`config.mk`:
```
export PLATFORM = sky130hd
export DESIGN_NAME = glob_wildcard_matcher_top
export DESIGN_NICKNAME = d
export VERILOG_FILES = /design/src/rtl/gwm_pkg.sv /design/src/rtl/gwm_cell.sv /design/src/rtl/glob_wildcard_matcher_top.sv
export VERILOG_INCLUDE_DIRS = /design/src /design/src/rtl
export SDC_FILE = /design/constraint.sdc
export NUM_CORES = 1
export LEC_CHECK = 0
export BUFFER_PORTS_ARGS = -buffer_cell sky130_fd_sc_hd__buf_2
export CAP_MARGIN = 20
export CORE_ASPECT_RATIO = 1.75
export CORE_MARGIN = 2
export CORE_UTILIZATION = 35
export CTS_BUF_LIST = sky130_fd_sc_hd__clkbuf_16
export DETAILED_ROUTE_END_ITERATION = 7
export GPL_ROUTABILITY_DRIVEN = 0
export PLACE_DENSITY = 0.45
export SKIP_CTS_REPAIR_TIMING = 1
export SLEW_MARGIN = 20
export SYNTH_ARGS = -nofsm -noshare
export SYNTH_HDL_FRONTEND = slang
export SYNTH_SLANG_ARGS = --single-unit
```
`constraint.sdc`:
```
create_clock -name clk_i -period 5.53 [get_ports clk_i]
set_input_delay 1.106 -clock clk_i [delete_from_list [all_inputs] [get_ports clk_i]]
set_output_delay 1.106 -clock clk_i [all_outputs]
set_load 0.02 [all_outputs]
```
`src/rtl/glob_wildcard_matcher_top_defines.svh`:
```
// ----------------------------------------------------------------------------
// Glob wildcard matcher assertion macros
// Shared assertion helpers for the matcher; empty when NO_ASSERTIONS is set.
// ----------------------------------------------------------------------------
`ifndef GLOB_WILDCARD_MATCHER_TOP_DEFINES_SVH
`define GLOB_WILDCARD_MATCHER_TOP_DEFINES_SVH

`ifndef NO_ASSERTIONS
// Same-cycle implication, disabled while reset is asserted.
`define GWM_ASSERT_NOW(lbl, ante, cons) \
  lbl: assert property (@(posedge clk_i) disable iff (!rst_ni) (ante) |-> (cons)) \
    else $error("gwm assertion failed");
// Next-cycle implication, disabled while reset is asserted.
`define GWM_ASSERT_NEXT(lbl, ante, cons) \
  lbl: assert property (@(posedge clk_i) disable iff (!rst_ni) (ante) |=> (cons)) \
    else $error("gwm assertion failed");
`else
`define GWM_ASSERT_NOW(lbl, ante, cons)
`define GWM_ASSERT_NEXT(lbl, ante, cons)
`endif

`endif

```
`src/rtl/gwm_pkg.sv`:
```
// ----------------------------------------------------------------------------
// Glob wildcard matcher package
// Request and result types, operation codes, wildcard bytes, case fold.
// ----------------------------------------------------------------------------
package gwm_pkg;

  typedef enum logic [1:0] {
    OP_CLEAR  = 2'd0,
    OP_APPEND = 2'd1,
    OP_TEXT   = 2'd2,
    OP_END    = 2'd3
  } gwm_op_e;

  localparam logic [7:0] STAR_CHAR = 8'h2A;
  localparam logic [7:0] ANY_CHAR  = 8'h3F;

  typedef struct packed {
    logic [1:0] operation;
    logic [7:0] character;
  } gwm_in_t;

  typedef struct packed {
    logic matched;
    logic pattern_overflow;
  } gwm_out_t;

  // Broadcast control from the top level to every cell.
  typedef struct packed {
    logic       text_step;
    logic       restart;
    logic       case_fold;
    logic [7:0] char_val;
  } gwm_ctrl_t;

  function automatic logic [7:0] fold_char(input logic [7:0] c, input logic fold);
    logic [7:0] r;
    r = c;
    if (fold && (c >= 8'h41) && (c <= 8'h5A)) begin
      r = c + 8'h20;
    end
    return r;
  endfunction

endpackage

```
`src/rtl/gwm_cell.sv`:
```
// ----------------------------------------------------------------------------
// Glob wildcard matcher cell
// One pattern position: stored byte, active bit, token and star hand-off.
// ----------------------------------------------------------------------------
module gwm_cell #(
  parameter bit ACT_RESET = 1'b0
) (
  input  logic              clk_i,
  input  logic              rst_ni,
  input  gwm_pkg::gwm_ctrl_t ctrl_i,
  input  logic              wr_i,
  input  logic              en_i,
  input  logic              shift_i,
  input  logic              close_i,
  output logic              tok_o,
  output logic              close_o,
  output logic              act_o
);
  import gwm_pkg::*;

  logic [7:0] pat_q;
  logic [7:0] pat_eff;
  logic       act_q;
  logic       act_d;
  logic       is_star;
  logic       is_hit;
  logic       upd;

  // The byte being appended already counts for the star ripple.
  assign pat_eff = wr_i ? ctrl_i.char_val : pat_q;
  assign is_star = en_i && (pat_eff == STAR_CHAR);
  assign is_hit  = (pat_q == ANY_CHAR) ||
                   (fold_char(pat_q, ctrl_i.case_fold) ==
                    fold_char(ctrl_i.char_val, ctrl_i.case_fold));
  assign upd     = ctrl_i.text_step || ctrl_i.restart;

  always_comb begin
    act_d = act_q;
    if (upd) begin
      act_d = shift_i || close_i || (ctrl_i.text_step && act_q && is_star);
    end
  end

  assign tok_o   = ctrl_i.text_step && act_q && en_i && !is_star && is_hit;
  assign close_o = upd && act_d && is_star;
  assign act_o   = act_q;

  always_ff @(posedge clk_i) begin
    if (wr_i) begin
      pat_q <= ctrl_i.char_val;
    end
  end

  always_ff @(posedge clk_i or negedge rst_ni) begin
    if (!rst_ni) begin
      act_q <= ACT_RESET;
    end else begin
      act_q <= act_d;
    end
  end

endmodule

```
`src/rtl/glob_wildcard_matcher_top.sv`:
```
// ----------------------------------------------------------------------------
// Glob wildcard matcher top level
// Row of pattern cells matching streamed text against a glob pattern.
// ----------------------------------------------------------------------------
// Throughput: one request per cycle for every operation; an end-of-text
//   request waits only while the previous result is held by a low out_ready_i.
// Result: an end-of-text request shows its result on out_valid_o in the cycle
//   after it is accepted; other requests produce no result.
// Reset: pattern empty, overflow clear, case fold off, position zero active,
//   no result pending; the pattern bytes hold no value until appended.
`include "glob_wildcard_matcher_top_defines.svh"

module glob_wildcard_matcher_top #(
  parameter int MAX_PATTERN = 32
) (
  input  logic             clk_i,
  input  logic             rst_ni,
  input  logic             cfg_we_i,
  input  logic             cfg_wdata_i,
  input  logic             in_valid_i,
  output logic             in_ready_o,
  input  gwm_pkg::gwm_in_t in_data_i,
  output logic             out_valid_o,
  input  logic             out_ready_i,
  output gwm_pkg::gwm_out_t out_data_o
);
  import gwm_pkg::*;

  localparam int LW = $clog2(MAX_PATTERN + 1);

  // Configuration and pattern bookkeeping.
  logic          case_fold_q;
  logic [LW-1:0] len_q;
  logic [LW-1:0] len_d;
  logic          ovf_q;
  logic          ovf_d;
  logic          full;

  // Request decode.
  logic      in_acc;
  logic      acc_clear;
  logic      acc_append;
  logic      acc_text;
  logic      acc_end;
  gwm_ctrl_t ctrl;

  // Cell row signals; position MAX_PATTERN lives here, past the last cell.
  logic [MAX_PATTERN-1:0] wr;
  logic [MAX_PATTERN-1:0] en;
  logic [MAX_PATTERN-1:0] tok;
  logic [MAX_PATTERN-1:0] close;
  logic [MAX_PATTERN:0]   act_all;
  logic                   act_last_q;
  logic                   act_last_d;

  // Result register.
  logic     out_valid_q;
  gwm_out_t out_data_q;

  // Hold only an end-of-text request while an earlier result is not taken.
  assign in_ready_o = !out_valid_q || out_ready_i || (in_data_i.operation != OP_END);
  assign in_acc     = in_valid_i && in_ready_o;

  always_comb begin
    acc_clear  = 1'b0;
    acc_append = 1'b0;
    acc_text   = 1'b0;
    acc_end    = 1'b0;
    case (in_data_i.operation)
      OP_CLEAR:  acc_clear  = in_acc;
      OP_APPEND: acc_append = in_acc;
      OP_TEXT:   acc_text   = in_acc;
      OP_END:    acc_end    = in_acc;
      default:   acc_text   = 1'b0;
    endcase
  end

  assign full = (len_q == LW'(MAX_PATTERN));

  // Advance the length on append; drop the byte and flag it once full.
  always_comb begin
    len_d = len_q;
    ovf_d = ovf_q;
    if (acc_clear) begin
      len_d = '0;
      ovf_d = 1'b0;
    end else if (acc_append) begin
      if (full) begin
        ovf_d = 1'b1;
      end else begin
        len_d = len_q + LW'(1);
      end
    end
  end

  // Clear, append and end of text all restart the current string.
  assign ctrl.text_step = acc_text;
  assign ctrl.restart   = acc_clear || acc_append || acc_end;
  assign ctrl.case_fold = case_fold_q;
  assign ctrl.char_val  = in_data_i.character;

  for (genvar i = 0; i < MAX_PATTERN; i++) begin : g_cell
    // Write the appended byte into the first free position.
    assign wr[i] = acc_append && !full && (len_q == LW'(i));
    // A position takes part only below the updated pattern length.
    assign en[i] = (LW'(i) < len_d);

    if (i == 0) begin : g_head
      gwm_cell #(
        .ACT_RESET(1'b1)
      ) u_cell (
        .clk_i   (clk_i),
        .rst_ni  (rst_ni),
        .ctrl_i  (ctrl),
        .wr_i    (wr[i]),
        .en_i    (en[i]),
        .shift_i (ctrl.restart),
        .close_i (1'b0),
        .tok_o   (tok[i]),
        .close_o (close[i]),
        .act_o   (act_all[i])
      );
    end else begin : g_body
      gwm_cell #(
        .ACT_RESET(1'b0)
      ) u_cell (
        .clk_i   (clk_i),
        .rst_ni  (rst_ni),
        .ctrl_i  (ctrl),
        .wr_i    (wr[i]),
        .en_i    (en[i]),
        .shift_i (tok[i-1]),
        .close_i (close[i-1]),
        .tok_o   (tok[i]),
        .close_o (close[i]),
        .act_o   (act_all[i])
      );
    end
  end

  // Final position: reached by a match or a star in the last cell.
  always_comb begin
    act_last_d = act_last_q;
    if (ctrl.text_step || ctrl.restart) begin
      act_last_d = tok[MAX_PATTERN-1] || close[MAX_PATTERN-1];
    end
  end

  assign act_all[MAX_PATTERN] = act_last_q;

  always_ff @(posedge clk_i or negedge rst_ni) begin
    if (!rst_ni) begin
      case_fold_q <= 1'b0;
      len_q       <= '0;
      ovf_q       <= 1'b0;
      act_last_q  <= 1'b0;
      out_valid_q <= 1'b0;
    end else begin
      if (cfg_we_i) begin
        case_fold_q <= cfg_wdata_i;
      end
      len_q      <= len_d;
      ovf_q      <= ovf_d;
      act_last_q <= act_last_d;
      // Load a result on end of text; drop it once taken.
      if (acc_end) begin
        out_valid_q <= 1'b1;
      end else if (out_ready_i) begin
        out_valid_q <= 1'b0;
      end
    end
  end

  always_ff @(posedge clk_i) begin
    if (acc_end) begin
      out_data_q.matched          <= act_all[len_q];
      out_data_q.pattern_overflow <= ovf_q;
    end
  end

  assign out_valid_o = out_valid_q;
  assign out_data_o  = out_data_q;

  `GWM_ASSERT_NOW(a_len_bound, 1'b1, len_q <= LW'(MAX_PATTERN))
  `GWM_ASSERT_NOW(a_act_below_len, 1'b1, ((act_all >> len_q) >> 1) == '0)
  `GWM_ASSERT_NEXT(a_end_gives_result, acc_end, out_valid_q)
  `GWM_ASSERT_NEXT(a_clear_drops_ovf, acc_clear, !ovf_q && (len_q == '0))

endmodule
```
Yosys cells after proc, flatten, opt, wreduce, memory -nomap -nowiden
Index checks and enable logic that the tools add are counted.
{"block": "totals", "inputBits": 16, "ff_bits": 300}
{"block": "op_classes", "n_eq_ne": 132, "magnitude_cmp": 99, "reduce_logical": 497, "muxes": 111, "n_addsub": 34}
{"op": "$mux 8", "n": 65}
{"op": "$eq 8x6->1 const B", "n": 64}
{"op": "$logic_and 1x1->1", "n": 356}
{"op": "$add 8x6->8 const B", "n": 33}
{"op": "$ge 8x7->1 const B", "n": 33}
{"op": "$le 8x7->1 const B", "n": 33}
{"op": "$eq 8x8->1", "n": 32}
{"op": "$logic_or 1x1->1", "n": 101}
{"op": "$eq 6x5->1 const B", "n": 16}
{"op": "$lt 5x6->1 const A", "n": 16}
{"op": "$eq 6x4->1 const B", "n": 8}
{"op": "$lt 4x6->1 const A", "n": 8}
{"op": "$mux 1", "n": 42}
{"op": "$logic_not 1->1", "n": 34}
{"op": "$eq 6x3->1 const B", "n": 4}
{"op": "$lt 3x6->1 const A", "n": 4}
{"op": "$mux 6", "n": 3}
{"op": "$eq 6x2->1 const B", "n": 2}
{"op": "$lt 1x6->1 const A", "n": 2}
{"op": "$lt 2x6->1 const A", "n": 2}
{"op": "$lt 6x7->1 const B", "n": 1}
{"op": "$add 6x1->6 const B", "n": 1}
{"op": "$bmux 1 s6", "n": 1}
{"op": "$eq 6x1->1 const B", "n": 1}
{"op": "8 further kinds", "n": 11}

Logic depth before layout (Yosys ltp)
{"block": "depth", "word_depth": 171, "ltp_mapped": 19, "depth_no_buf": 17}

Modules after synthesis
A second synthesis with hierarchy kept.
{"block": "unflattened", "cells_unflattened": 2908, "area_unflattened_um2": 25424.4}
{"module": "gwm_cell at g_cell[10].g_body.u_cell ...", "seq_area_each_um2": 185.2, "instances": 31, "cells_per_inst": 84, "area_each_um2": 744.5}
{"module": "glob_wildcard_matcher_top", "seq_area_each_um2": 310.3, "instances": 1, "cells_per_inst": 220, "area_each_um2": 1600.3}
{"module": "gwm_cell at g_cell[0].g_head.u_cell", "seq_area_each_um2": 186.4, "instances": 1, "cells_per_inst": 84, "area_each_um2": 745.7}

Worst setup path before layout
OpenSTA, ideal clock, no wires.
{"block": "synth_path", "path_kind": "input to register", "from": "input port in_data_i[7] in the netlist's numbering", "to": "register g_cell[30].g_body.u_cell.act_q", "path_buffers": 2, "setup_ns": 0.118, "t_arrival_ns": 4.586, "slack_ns": 0.826, "required_ns": 5.412, "stages": 16, "path_cell_list": "buf_6 -> or4b_4 -> or4_4 -> buf_6 -> mux2i_4 -> nor4_1 -> a41o_1 -> o21ai_2 -> o2bb2ai_2 -> o211ai_2 -> a211o_1 -> and4b_1 -> nor3_2 -> o41a_1 -> nand2b_4 -> a21o_1"}
{"block": "synth_between", "elab_chain_len": 156}
{"element": "from (decl)", "line_no": "glob_wildcard_matcher_top.sv:22", "rtl": "input gwm_pkg::gwm_in_t in_data_i,"}
{"element": "branches (longest 149 deep; another with $ge 8x7->1)"}
{"element": "$logic_or 1x1->1 (*)", "line_no": "gwm_cell.sv:40", "rtl": "act_d = shift_i || close_i || (ctrl_i.text_step && act_q && is_star);"}
{"element": "$mux 1 (*)", "line_no": "gwm_cell.sv:39", "rtl": "if (upd) begin"}
{"element": "named net g_cell[29].g_body.u_cell.act_d", "line_no": "gwm_cell.sv:24", "rtl": "logic act_d;"}
{"element": "$logic_and 1x1->1 (*) (2 in series)", "line_no": "gwm_cell.sv:45", "rtl": "assign close_o = upd && act_d && is_star;"}
{"element": "$logic_or 1x1->1 (*) (2 in series)", "line_no": "gwm_cell.sv:40"}
{"element": "$mux 1 (*)", "line_no": "gwm_cell.sv:39"}
{"element": "named net g_cell[30].g_body.u_cell.act_d", "line_no": "gwm_cell.sv:24"}
{"element": "to (signal assigned)", "line_no": "gwm_cell.sv:58", "rtl": "act_q <= act_d;"}
{"element": "to (decl)", "line_no": "gwm_cell.sv:23", "rtl": "logic act_q;"}
Mark *: on every way through the listed nets, which the timed path passes.
A chain may end at the register's enable or synchronous reset.

Worst setup path in the final report
{"block": "layout_path", "from": "register len_q[3]", "to": "register g_cell[30].g_body.u_cell.act_q"}
{"block": "layout_between", "elab_chain_len": 160}
{"element": "from (decl)", "line_no": "glob_wildcard_matcher_top.sv:33", "rtl": "logic [LW-1:0] len_q;"}
{"element": "from (signal assigned)", "line_no": "glob_wildcard_matcher_top.sv:162", "rtl": "len_q <= len_d;"}
{"element": "branches (longest 153 deep; another with $add 6x1->6)"}
{"element": "$logic_or 1x1->1 (*)", "line_no": "gwm_cell.sv:40"}
{"element": "$mux 1 (*)", "line_no": "gwm_cell.sv:39"}
{"element": "named net g_cell[29].g_body.u_cell.act_d", "line_no": "gwm_cell.sv:24"}
{"element": "$logic_and 1x1->1 (*) (2 in series)", "line_no": "gwm_cell.sv:45"}
{"element": "$logic_or 1x1->1 (*) (2 in series)", "line_no": "gwm_cell.sv:40"}
{"element": "$mux 1 (*)", "line_no": "gwm_cell.sv:39"}
{"element": "named net g_cell[30].g_body.u_cell.act_d", "line_no": "gwm_cell.sv:24"}
Marked as above.

==> flow_summary.ini <==
[yosys]
yosysMostFrequentCell = dfxtp_1
yosys.area.top_type = dfxtp_1
synth_top_area_share_pct = 26.1
yosysWarningCount = 0
syn_inst = 2202
synth_edf_count = 2
synth.area.top_cells = dfxtp_1 (26%), mux2_2 (13%), xnor2_1 (6.5%), dfrtp_1 (5.2%), xor2_1 (4.8%)
yosysSeqAreaShare_pct = 31.8
netlist_area_mm2 = 0.0196
synthTopCellsByCount = dfxtp_1 (256), mux2_2 (231), xnor2_1 (145), nand2_1 (144), nor2_1 (134)
ys_ff_latch = 300
synth_nets = 2255
syn_avg_cell_area_um2 = 8.92
synthArstFlopShare_pct = 14.0
ys_types = 110
synth_ff_type = dfxtp_1

[job]
cap_violations = 0

[clock_network]
clockBufferDepth = 3
insertion_delay_ns = 0.55
clock_sinks = 300
clk_pin_slew_ns = 0.07
cts.htree.levels = 2
cts-root-buf = clkbuf_16
numCtsBuffers = 34
cts_tree = yes

[floorplan]
num_rows = 114
fp.coreArea_mm2 = 0.0553
dieArea_mm2 = 0.0581
initial_utilization_pct = 35.5
die_w_um = 183
dieHeight_um = 317
io_pins = 20

[min_path]
min_path_type = reg2reg
min_from = g_cell[14].g_body.u_cell.pat_q[6]$_DFF_P_
whs_path_depth = 2
whs_endpoint = g_cell[14].g_body.u_cell.pat_q[6]$_DFF_P_

[drt]
drt-wirelength-per-cell_um = 22.7
wl_um = 67800
drt-pass1-iter-count = 5
drtIter0Drc = 901
drc_errors = 0
vias = 17400
drtAntennaViolNets = 0
viasPerCell = 5.81

[outcome]
status = complete, no violations

[layout]
multi_input_area_mm2 = 0.0127
syn_to_final_growth_pct = 12.8
layout-drive-gt1-share_pct = 21.8
antenna_cells = 0
final_nets = 2319
n_fill_cell = 5562
finish.instance_area_mm2 = 0.0222
final_util_pct = 40.0
layout.area.seq_mm2 = 0.00624

[sta]
setup_tns_ns = 0
post-route-period-util_pct = 89.5
max_freq_ghz = 0.202
rsz0062_at_grt = false
worst_pin_slew_ns = 0.883
finClkSkew_ns = 0.0214
period_needed_ns = 4.95
finalSetupViolCount = 0
hold_viol_final = 0
maxSlewViolCount = 0
timing.hold.ws_ns = 0.516
max_slew_margin_pct = 40.9

[power]
p_leak_nw = 8.54
peakVddDrop_v = 0.000158
power.total_mw = 5.77
power_density_mw_per_mm2 = 260

[place]
io_buffers = 19
dp_hpwl_um = 49600
dpl_cell_area_mm2 = 0.0211

[global_route]
antenna_found_initial = 0
grt_usage_pct = 23.2
grt_pass1_vias = 17500
grt_pass1_wl_um = 103000
grt.overflow.total = 0
grt_max_degree = 65

[critical_path]
cp-start-kind = flop
crit_arrival_ns = 5.38
endpoint_kind = flop
crit_fanout = 17
critPathKind = reg2reg
timing.rr.start = len_q[3]$_DFF_PN0_
cp.required_ns = 5.97
reg2reg_slack_ns = 0.58
r2r_cells = 15
rr_endpoint = g_cell[30].g_body.u_cell.act_o$_DFF_PN0_
## registers in the layout (all words and copies together) (netlist names)
name and flops:
g_cell.g_body.u_cell.pat_q 248, g_cell.g_body.u_cell.act_o 31, g_cell.g_head.u_cell.pat_q 8, len_q 6, out_data_o 2, act_last_q 1, case_fold_q 1, g_cell.g_head.u_cell.act_o 1
out_valid_o 1, ovf_q 1
## layer usage
| metal | up-vias | global-route usage (%) | part of all wire, % |
|---|---|---|---|
| met2 | 354 | 45.3 | 54 |
| met4 | 0 | 12.7 | 5.6 |
| met5 | - | 0 | 0 |
| met1 | 8551 | 24.0 | 37 |
| met3 | 171 | 2.43 | 3.1 |
| li1 | 8274 | - | - |
## layout by cell type, fill, tap and decap left out, types with 36 or more instances in the layout
cell type	count
inv_1	65
nor3_1	88
xnor2_1	145
clkbuf_16	36
nand4_1	37
ha_1	37
nor4_1	45
mux2_2	231
nor2_1	133
dfrtp_1	41
nand2_1	144
dfxtp_1	256
xor2_1	108
o21ai_0	81
a21oi_1	101
a31oi_1	39
buf_4	130
nand3_1	106
## metrics by stage
stage	setup slack [ns]	std cells
final	0.582	2986
after global routing	0.245	2986
after CTS	0.687	2986
after detailed placement	0.126	2926
after global placement	0.129	2926
after floorplan	0.826	2202
## cell type report
type                            instances  area share [%]
Clock inverter                         24           0.723
Inverter                               57           0.966
Timing Repair Buffer                  146            4.90
Tap cell                              696            3.93
Multi-Input combinational cell       1727            57.3
Clock buffer                           36            4.07
Sequential cell                       300            28.2
## worst max-delay path by stage
stage	from	end	slack [ns]	depth (start not counted)
after detailed placement	in_valid_i	act_last_q$_DFFE_PN0N_	0.13	12
final	len_q[3]$_DFF_PN0_	g_cell[30].g_body.u_cell.act_o$_DFF_PN0_	0.58	15
after CTS	len_q[3]$_DFF_PN0_	act_last_q$_DFFE_PN0N_	0.69	16
after global placement	in_data_i[7]	act_last_q$_DFFE_PN0N_	0.13	17
after floorplan	in_data_i[7]	g_cell[30].g_body.u_cell.act_o$_DFF_PN0_	0.83	16
after global routing	len_q[3]$_DFF_PN0_	act_last_q$_DFFE_PN0N_	0.24	16
## power by group
group          switching (mW)  internal (mW)
registers               0.161           2.27
logic                   0.647          0.429
clock network           0.990           1.27
## cells by family (layout without fill, tap and decap cells)
logic type | Yosys count | count (layout) | synth area share (%)
xor+xnor | 253 | 253 | 11.3
flops | 300 | 300 | 31.8
fa+ha+maj | 37 | 37 | 2.36
buf+inv | 175 | 263 | 3.73
compound gates | 436 | 436 | 14.9
simple gates | 748 | 748 | 20.8
mux | 253 | 253 | 15.1
## critical path, cell delays in order, from the launching register on
cell	delay [ns]
dfrtp_1	0.79
and2_0	0.46
a2bb2oi_1	0.20
and3_1	0.27
inv_2	0.09
nor2_1	0.68
a211oi_1	0.22
nand3_1	0.13
o311ai_0	0.18
mux2_2	0.33
nor3_1	0.35
and4b_1	0.31
nor3_2	0.08
o41a_1	0.42
nand2b_4	0.15
a21o_1	0.18
(Power assumes the default switching activity.)
